[src/design/vppq_pkg.sv]
package vppq_pkg;

	// verdict codes
	localparam logic [1:0] VERDICT_OK       = 2'd0;
	localparam logic [1:0] VERDICT_INTERVAL = 2'd1;
	localparam logic [1:0] VERDICT_VOICED   = 2'd2;
	localparam logic [1:0] VERDICT_HEIGHT   = 2'd3;
	localparam int unsigned VERDICT_BITS = 2;

	// register indexes
	localparam int unsigned CFG_IDX_BITS = 2;
	localparam logic [CFG_IDX_BITS-1:0] REG_MIN_INTERVAL = 2'd0;
	localparam logic [CFG_IDX_BITS-1:0] REG_MAX_INTERVAL = 2'd1;
	localparam logic [CFG_IDX_BITS-1:0] REG_MIN_RANGE    = 2'd2;
	localparam logic [CFG_IDX_BITS-1:0] REG_MAX_RANGE    = 2'd3;

	// reset values of the registers
	localparam int unsigned RST_MIN_INTERVAL = 15;
	localparam int unsigned RST_MAX_INTERVAL = 62;
	localparam int unsigned RST_MIN_RANGE    = 10;
	localparam int unsigned RST_MAX_RANGE    = 500;

	// voiced requirement is (min_interval / 5) * 4
	localparam int unsigned DIV5_RECIP = 52429;
	localparam int unsigned DIV5_SHIFT = 18;

	// exact divide by five for 16-bit values, by reciprocal multiply
	function automatic logic [15:0] div5(input logic [15:0] x);
		logic [31:0] prod;
		begin
			prod = 32'(x) * 32'(DIV5_RECIP);
			div5 = 16'(prod >> DIV5_SHIFT);
		end
	endfunction

endpackage

[src/design/vppq_cfg.sv]
module vppq_cfg #(
	parameter int unsigned PITCH_BITS    = 14,
	parameter int unsigned INTERVAL_BITS = 8,
	parameter int unsigned CFG_BITS      = 14
) (
	input  logic                              clk,
	input  logic                              arst_n,
	input  logic                              cfg_we,
	input  logic [vppq_pkg::CFG_IDX_BITS-1:0] cfg_idx,
	input  logic [CFG_BITS-1:0]               cfg_data,
	output logic [INTERVAL_BITS-1:0]          min_interval,
	output logic [INTERVAL_BITS-1:0]          max_interval,
	output logic [INTERVAL_BITS-1:0]          need_voiced,
	output logic [PITCH_BITS-1:0]             min_range,
	output logic [PITCH_BITS-1:0]             max_range
);
	import vppq_pkg::*;

	logic [INTERVAL_BITS-1:0] min_interval_q;
	logic [INTERVAL_BITS-1:0] max_interval_q;
	logic [INTERVAL_BITS-1:0] need_q;
	logic [PITCH_BITS-1:0]    min_range_q;
	logic [PITCH_BITS-1:0]    max_range_q;
	logic [INTERVAL_BITS-1:0] wr_interval;
	logic [15:0]              wr_quot;
	logic [15:0]              rst_quot;

	assign wr_interval = cfg_data[INTERVAL_BITS-1:0];
	assign wr_quot     = div5(16'(wr_interval));
	assign rst_quot    = div5(16'(INTERVAL_BITS'(RST_MIN_INTERVAL)));

	// register file, voiced requirement kept alongside the minimum interval
	always_ff @(posedge clk or negedge arst_n) begin
		if (!arst_n) begin
			min_interval_q <= INTERVAL_BITS'(RST_MIN_INTERVAL);
			max_interval_q <= INTERVAL_BITS'(RST_MAX_INTERVAL);
			need_q         <= INTERVAL_BITS'({rst_quot, 2'b00});
			min_range_q    <= PITCH_BITS'(RST_MIN_RANGE);
			max_range_q    <= PITCH_BITS'(RST_MAX_RANGE);
		end else if (cfg_we) begin
			unique case (cfg_idx)
				REG_MIN_INTERVAL: begin
					min_interval_q <= wr_interval;
					need_q         <= INTERVAL_BITS'({wr_quot, 2'b00});
				end
				REG_MAX_INTERVAL: max_interval_q <= wr_interval;
				REG_MIN_RANGE:    min_range_q    <= cfg_data[PITCH_BITS-1:0];
				REG_MAX_RANGE:    max_range_q    <= cfg_data[PITCH_BITS-1:0];
				default: ;
			endcase
		end
	end

	assign min_interval = min_interval_q;
	assign max_interval = max_interval_q;
	assign need_voiced  = need_q;
	assign min_range    = min_range_q;
	assign max_range    = max_range_q;

endmodule

[src/design/vppq_track.sv]
module vppq_track #(
	parameter int unsigned PITCH_BITS    = 14,
	parameter int unsigned INTERVAL_BITS = 8,
	parameter int unsigned FRAME_BITS    = 24
) (
	input  logic                              clk,
	input  logic                              arst_n,
	input  logic                              step,
	input  logic [PITCH_BITS-1:0]             pitch,
	input  logic [INTERVAL_BITS-1:0]          min_interval,
	input  logic [INTERVAL_BITS-1:0]          max_interval,
	input  logic [INTERVAL_BITS-1:0]          need_voiced,
	input  logic [PITCH_BITS-1:0]             min_range,
	input  logic [PITCH_BITS-1:0]             max_range,
	output logic                              res_valid,
	output logic [vppq_pkg::VERDICT_BITS-1:0] verdict,
	output logic [FRAME_BITS-1:0]             first_peak_frame,
	output logic [INTERVAL_BITS-1:0]          interval_steps,
	output logic [INTERVAL_BITS-1:0]          voiced_between,
	output logic [PITCH_BITS-1:0]             height_cents
);
	import vppq_pkg::*;

	localparam logic [INTERVAL_BITS-1:0] SAT_MAX = '1;

	logic [PITCH_BITS-1:0]    last_q;
	logic [PITCH_BITS-1:0]    second_q;
	logic [FRAME_BITS-1:0]    frame_q;
	logic                     have_q;
	logic [FRAME_BITS-1:0]    peak_frame_q;
	logic [PITCH_BITS-1:0]    peak_pitch_q;
	logic [INTERVAL_BITS-1:0] voiced_q;
	logic [PITCH_BITS-1:0]    runmin_q;
	logic [INTERVAL_BITS-1:0] gap_q;

	logic [INTERVAL_BITS-1:0] gap_inc;
	logic                     is_peak;
	logic [PITCH_BITS-1:0]    top;
	logic [PITCH_BITS-1:0]    height;

	// gap seen by this frame, saturating
	always_comb begin
		gap_inc = gap_q;
		if (have_q && gap_q != SAT_MAX)
			gap_inc = gap_q + 1'b1;
	end

	// the previous sample is a peak once its successor is here
	assign is_peak = (last_q != '0) && (second_q != '0) && (pitch != '0) &&
		(last_q >= second_q) && (last_q > pitch);

	assign top    = (peak_pitch_q > last_q) ? peak_pitch_q : last_q;
	assign height = top - runmin_q;

	// judge the pair, first failing check wins
	always_comb begin
		if (gap_inc < min_interval || gap_inc > max_interval)
			verdict = VERDICT_INTERVAL;
		else if (voiced_q < need_voiced)
			verdict = VERDICT_VOICED;
		else if (height < min_range || height > max_range)
			verdict = VERDICT_HEIGHT;
		else
			verdict = VERDICT_OK;
	end

	assign res_valid        = step && is_peak && have_q;
	assign first_peak_frame = peak_frame_q;
	assign interval_steps   = gap_inc;
	assign voiced_between   = voiced_q;
	assign height_cents     = height;

	// tracking state
	always_ff @(posedge clk or negedge arst_n) begin
		if (!arst_n) begin
			last_q       <= '0;
			second_q     <= '0;
			frame_q      <= '0;
			have_q       <= 1'b0;
			peak_frame_q <= '0;
			peak_pitch_q <= '0;
			voiced_q     <= '0;
			runmin_q     <= '0;
			gap_q        <= '0;
		end else if (step) begin
			second_q <= last_q;
			last_q   <= pitch;
			frame_q  <= frame_q + 1'b1;
			if (is_peak) begin
				have_q       <= 1'b1;
				peak_frame_q <= frame_q - 1'b1;
				peak_pitch_q <= last_q;
				voiced_q     <= '0;
				runmin_q     <= last_q;
				gap_q        <= '0;
			end else begin
				gap_q <= gap_inc;
				if (have_q && last_q != '0) begin
					if (voiced_q != SAT_MAX)
						voiced_q <= voiced_q + 1'b1;
					if (last_q < runmin_q)
						runmin_q <= last_q;
				end
			end
		end
	end

endmodule

[src/design/vibrato_peak_pair_qualifier_core.sv]
// an accepted word passes the input register, and its result, if any, the result register on m_tdata
// throughput: one word per cycle, limited only by output back-pressure
// a result waits in the output register while the next word is taken in
// arst_n clears all tracking state and loads the register reset values
// frame numbering restarts at zero after reset
module vibrato_peak_pair_qualifier_core #(
	parameter int unsigned PITCH_BITS    = 14,
	parameter int unsigned INTERVAL_BITS = 8,
	parameter int unsigned FRAME_BITS    = 24,
	parameter int unsigned CFG_BITS =
		(PITCH_BITS > INTERVAL_BITS) ? PITCH_BITS : INTERVAL_BITS,
	parameter int unsigned IN_W  = ((PITCH_BITS + 7) / 8) * 8,
	parameter int unsigned OUT_W =
		((2 + FRAME_BITS + 2 * INTERVAL_BITS + PITCH_BITS + 7) / 8) * 8
) (
	input  logic                              clk,
	input  logic                              arst_n,
	input  logic                              cfg_we,
	input  logic [vppq_pkg::CFG_IDX_BITS-1:0] cfg_idx,
	input  logic [CFG_BITS-1:0]               cfg_data,
	input  logic                              s_tvalid,
	output logic                              s_tready,
	// pitch_cents
	input  logic [IN_W-1:0]                   s_tdata,
	output logic                              m_tvalid,
	input  logic                              m_tready,
	// verdict, first_peak_frame, interval_steps, voiced_between, height_cents
	output logic [OUT_W-1:0]                  m_tdata
);
	import vppq_pkg::*;

	localparam int unsigned RES_W = VERDICT_BITS + FRAME_BITS + 2 * INTERVAL_BITS + PITCH_BITS;

	logic [PITCH_BITS-1:0]    pitch_s1;
	logic                     valid_s1;
	logic                     advance;
	logic                     step;
	logic [INTERVAL_BITS-1:0] min_interval;
	logic [INTERVAL_BITS-1:0] max_interval;
	logic [INTERVAL_BITS-1:0] need_voiced;
	logic [PITCH_BITS-1:0]    min_range;
	logic [PITCH_BITS-1:0]    max_range;
	logic                     res_valid;
	logic [VERDICT_BITS-1:0]  verdict;
	logic [FRAME_BITS-1:0]    first_peak_frame;
	logic [INTERVAL_BITS-1:0] interval_steps;
	logic [INTERVAL_BITS-1:0] voiced_between;
	logic [PITCH_BITS-1:0]    height_cents;
	logic                     out_valid_q;
	logic [RES_W-1:0]         out_data_q;

	// handshake
	assign advance  = !out_valid_q || m_tready;
	assign step     = valid_s1 && advance;
	assign s_tready = !valid_s1 || advance;

	// input register
	always_ff @(posedge clk or negedge arst_n) begin
		if (!arst_n) begin
			valid_s1 <= 1'b0;
		end else if (s_tready) begin
			valid_s1 <= s_tvalid;
		end
	end

	always_ff @(posedge clk) begin
		if (s_tvalid && s_tready)
			pitch_s1 <= s_tdata[PITCH_BITS-1:0];
	end

	vppq_cfg #(
		.PITCH_BITS   (PITCH_BITS),
		.INTERVAL_BITS(INTERVAL_BITS),
		.CFG_BITS     (CFG_BITS)
	) u_cfg (
		.clk         (clk),
		.arst_n      (arst_n),
		.cfg_we      (cfg_we),
		.cfg_idx     (cfg_idx),
		.cfg_data    (cfg_data),
		.min_interval(min_interval),
		.max_interval(max_interval),
		.need_voiced (need_voiced),
		.min_range   (min_range),
		.max_range   (max_range)
	);

	vppq_track #(
		.PITCH_BITS   (PITCH_BITS),
		.INTERVAL_BITS(INTERVAL_BITS),
		.FRAME_BITS   (FRAME_BITS)
	) u_track (
		.clk             (clk),
		.arst_n          (arst_n),
		.step            (step),
		.pitch           (pitch_s1),
		.min_interval    (min_interval),
		.max_interval    (max_interval),
		.need_voiced     (need_voiced),
		.min_range       (min_range),
		.max_range       (max_range),
		.res_valid       (res_valid),
		.verdict         (verdict),
		.first_peak_frame(first_peak_frame),
		.interval_steps  (interval_steps),
		.voiced_between  (voiced_between),
		.height_cents    (height_cents)
	);

	// result register
	always_ff @(posedge clk or negedge arst_n) begin
		if (!arst_n) begin
			out_valid_q <= 1'b0;
		end else if (advance) begin
			out_valid_q <= step && res_valid;
		end
	end

	always_ff @(posedge clk) begin
		if (step && res_valid)
			out_data_q <= {height_cents, voiced_between, interval_steps,
				first_peak_frame, verdict};
	end

	assign m_tvalid = out_valid_q;
	assign m_tdata  = OUT_W'(out_data_q);

endmodule

[config.mk]
export PLATFORM = sky130hd
export DESIGN_NAME = vibrato_peak_pair_qualifier_core
export DESIGN_NICKNAME = d
export VERILOG_FILES = /design/src/design/vppq_pkg.sv /design/src/design/vppq_cfg.sv /design/src/design/vppq_track.sv /design/src/design/vibrato_peak_pair_qualifier_core.sv
export SDC_FILE = /design/constraint.sdc
export NUM_CORES = 1
export LEC_CHECK = 0
export BUFFER_PORTS_ARGS = -buffer_cell sky130_fd_sc_hd__buf_2
export CORE_MARGIN = 2
export CORE_UTILIZATION = 45
export CTS_CLUSTER_DIAMETER = 200
export CTS_CLUSTER_SIZE = 8
export DETAILED_ROUTE_END_ITERATION = 8
export HOLD_SLACK_MARGIN = 0.03
export PLACE_DENSITY = 0.65
export SKIP_LAST_GASP = 1
export SLEW_MARGIN = 20
export SYNTH_ARGS = -nofsm -noshare
export SYNTH_HDL_FRONTEND = slang
export SYNTH_SLANG_ARGS = --single-unit
[constraint.sdc]
create_clock -name clk -period 5.4 [get_ports clk]
set_clock_uncertainty 0.1 [all_clocks]
set_input_delay 0.27 -clock clk [delete_from_list [all_inputs] [get_ports clk]]
set_output_delay 0.27 -clock clk [all_outputs]
set_load 0.05 [all_outputs]
==> impl_summary.md <==
Status
The flow ran to the end, and the final reports show no timing, DRC or antenna violations.

Final layout
Relative to the synthesized area, the layout overhead comes to 18.9%. The number of antenna repair diodes is 0. The final layout contains about 1800 nets. In the final layout, the share of cells above drive strength 1 is 17.6%.

The final design instance area without fill is approximately 0.017 sq mm. The count of filler cells inserted in the layout is 2750. The area occupied by multi-input gates is 0.00718 sq mm. The register with the most flip-flops in the layout has 56 of them.

Summing all flip-flop and latch instances after layout gives around 0.0065 sq mm. The finished layout holds just under 2000 standard cells, fillers aside.

Synthesis
The biggest area contributor in the post-synthesis netlist is dfrtp_1. The register bit total from synthesis is approximately 240. The leading register cell type out of synthesis is dfrtp_1. The number of nets produced by synthesis is 1600.

The most frequently used cell type in the post-synthesis netlist is ha_1. The total standard cell area after synthesis is around 0.014 sq mm. Yosys mapped a number of flops with a built-in enable equal to 70. A synthesized cell averages ~10 sq um.

The share of flip-flops with an asynchronous set or reset is between 70 and 80%. The area share of the leading cell type in the synthesized netlist is 27.0%. The synthesized netlist cell count is about 1400. The synthesized netlist contains 69 unique library cells. By area the synthesized netlist is led by dfrtp_1 27%, edfxtp_1 15%, ha_1 15%. The sequential element share of the synthesized area is 45.2%. In the synthesized netlist, the cells that appear most often are 168 x ha_1, 154 x dfrtp_1, 154 x o21ai_0. The Yosys step of the flow raised 0 warnings.

Route
In this run, the number of DRC markers left after iteration 0 of detailed routing was 484. The number of vias in the routed layout is between 10000 and 15000. The residual antenna-violating net count after detailed routing is 0.

The total wire length after detailed routing is approximately 32000 um. The per-cell via count in the routed design is around 5.4. The length of the first detailed-routing pass in iterations is 5. After detailed routing, the number of remaining DRC violations is 0.

The mean routed wirelength per cell is about 16 um.

Setup path
The critical path goes through inv_1 -> ha_1 -> and3_4 -> a221o_1 -> a221oi_2 -> buf_4 -> a21oi_4 -> buf_4 -> nand2_1 -> o21ai_0 -> ha_1 -> a21boi_2 -> o41a_1 -> a41o_1 -> o41ai_2 -> xnor2_1 -> ha_1 -> nand4_1 -> nor4_2 -> a21oi_1 -> a21o_1 -> o21a_1 -> a21oi_1. The worst setup path is launched from a flip-flop. The nature of the critical path endpoint is a flip-flop. The largest stage delay on the critical path is about 0.38 ns. The critical path in this run is classified as reg2reg. The data required time at the worst endpoint is 5.67 ns.

The slowest cell on the critical path is dfrtp_1. The arrival time of data at the critical path endpoint is about 5.4 ns. In this run the worst path has a maximum fanout of 20. The most prevalent standard cell on the critical path is ha_1.

Power
Internal power comes to between 6 and 7 mW. The share of total power in the clock network is a little under a fifth. The overall power consumption is between 10 and 15 mW.

The fraction of power consumed by sequential logic is ~26%. Combinational cells account for a little under three fifths of the total power. Summed over all nets, the switching power comes to 4.83 mW. Net switching is between 40% and 50% of the power.

The leakage power total is between 7 and 8 nW. The worst-case IR drop observed on VDD is ~370 uV. In this run the power density over the cells is between 600 and 700 mW/mm^2.

Global route
The initial antenna violation count is 0. The largest net degree at the start of global routing is just under 100. The number of global-route vias before repair was 10800. The first-pass GRT wire length is 54100 um. The total congestion overflow is 0. The aggregate global-route resource usage is 20.1%.

Floorplanning
The die area is between 0.03 and 0.04 sq mm. The boundary pin count is between 90 and 100. Row generation in the floorplan step produced between 60 and 70 rows. The floorplan die width is around 180 um. From bottom edge to top edge, the die measures 182 um.

The initial utilization of the core area, before any placement, comes to between 40 and 50%. In this run the standard cell core region covers 0.0314 sq mm.

Placement
The cell count after placement is 1879. The count of port buffers added during placement is 92. The congestion estimate from routability-driven global placement came to 0.841. The HPWL after detailed placement is ~23000 um. Once placement finished, the instance area stood at ~0.015 sq mm.

Hold path
In this run the worst hold path is classified as in2reg.

Clock network
The CTS root buffer is clkbuf_16. The maximum buffer depth of the clock tree is 3. The clock tree from TritonCTS is yes. Counting every sink on the clock net gives about 240.

Counting the buffers created by CTS gives 36. The clock-pin slew reported for the worst setup and hold paths after clock tree synthesis is around 0.050 ns. The total number of H-tree levels is 2.

For the worst-skew pair, the clock arrives at the later sink with an insertion delay of 0.53 ns.

Flow run
Across the run, the number of max-cap violations was 0.

STA
The count of final hold-check violations was 0. Dividing the final minimum period by the clock period gives 94.6%. The max-slew headroom at the worst pin is 32.9%. The number of failing setup endpoints in the final timing report is 0. The max-slew violation count came to 0.

The transition time at the pin with the least slew margin is just over 1 ns. Summed over all failing endpoints, the final setup total negative slack is 0 ns. The minimum clock period is approximately 5 ns. Based on the critical path, the design can be clocked at up to between 0.15 and 0.2 GHz. The worst hold margin is between 0.04 and 0.05 ns.
## kinds of logic (layout without fill, tap and decap cells)
logic type	after synthesis	in the layout	synth area share [%]
compound gates	294	294	12.6
buf+inv	192	391	5.29
simple gates	346	346	11.8
xor+xnor	67	67	4.11
mux	51	51	3.90
flops	243	243	45.2
fa+ha+maj	185	185	17.1
## per-stage QoR
step                      setup slack, ns  utilization (%)
after CTS                         0.00843             53.5
after global routing             -0.00979             54.0
after floorplan                     0.129                -
final                               0.293             54.0
after detailed placement          -0.0228             49.1
after global placement              0.135             49.1
## power groups by stage
stage | clock network (mW) | logic, mW | registers [mW]
after floorplan | 0 | 3.95 | 3.22
after global placement | 0 | 5.82 | 2.96
after detailed placement | 0 | 6.03 | 2.97
after CTS | 2.16 | 6.10 | 2.95
after global routing | 2.24 | 7.21 | 3.02
final | 2.11 | 6.40 | 2.95
## cell type report
class,count,share of cell area (%)
Multi-Input combinational cell,943,42.3
Sequential cell,243,38.1
Timing Repair Buffer,179,7.07
Clock buffer,61,5.87
Inverter,147,3.25
Tap cell,402,2.97
Clock inverter,4,0.450
## repair_timing
| item | CTS | global route |
|---|---|---|
| hold buffers | 30 | 0 |
| endpoints found under the setup margin | 1 | 2 |
| pin swaps | 0 | 19 |
| buffers inserted | 0 | 5 |
| hold endpoints to repair | 128 | 0 |
| gates resized for setup | 1 | 23 |
## final timing paths
kind / start / end / slack (ns) / cells after the start
setup / recovery: u_track.last_q[8] / m_tdata[1] / 0.29 / 23
hold / removal: cfg_data[5] / u_cfg.min_interval[5] / 0.05 / 3
setup reg to reg: u_track.last_q[8] / m_tdata[1] / 0.29 / 23
hold reg to reg: u_track.first_peak_frame[23] / m_tdata[25] / 0.34 / 0
max in group asynchronous: arst_n / u_cfg.need_voiced[2] / 3.76 / 3
min in group asynchronous: arst_n / u_cfg.min_range[11] / 0.31 / 2
## critical path, delay by kind of cell, from the launching register on
family,cells,cell delay [ns]
flip-flops,1,0.38
adder cells (fa/ha/maj),3,0.88
buffers and inverters,3,0.46
XOR/XNOR,1,0.14
AND/OR/NAND/NOR,4,0.66
AO/OA/AOI/OAI,12,2.34
## routing by layer
layer,global-route usage (%),vias to the layer above,routed length [um]
li1,-,5190,-
met2,35.1,153,16200
met3,2.73,48,1080
met4,5.35,0,649
met1,26.2,5209,14400
met5,0,-,0
## layout by cell type, fill, tap and decap left out, types with 15 or more instances in the layout
cell type      instances
nand2_1              126
fa_1                  17
dfstp_2               19
nand3_1               36
edfxtp_1              70
dlygate4sd3_1         30
nor2_1                58
inv_1                145
ha_1                 166
clkbuf_1              25
nor3_1                25
clkbuf_16             36
xor2_1                15
dfrtp_1              154
o21ai_0              150
a21o_1                22
buf_2                 91
nor4_1                15
xnor2_1               49
a21oi_1               34
nand4_1               18
buf_4                 56
o211ai_1              19
mux2_2                37
(Power assumes the default switching activity.)
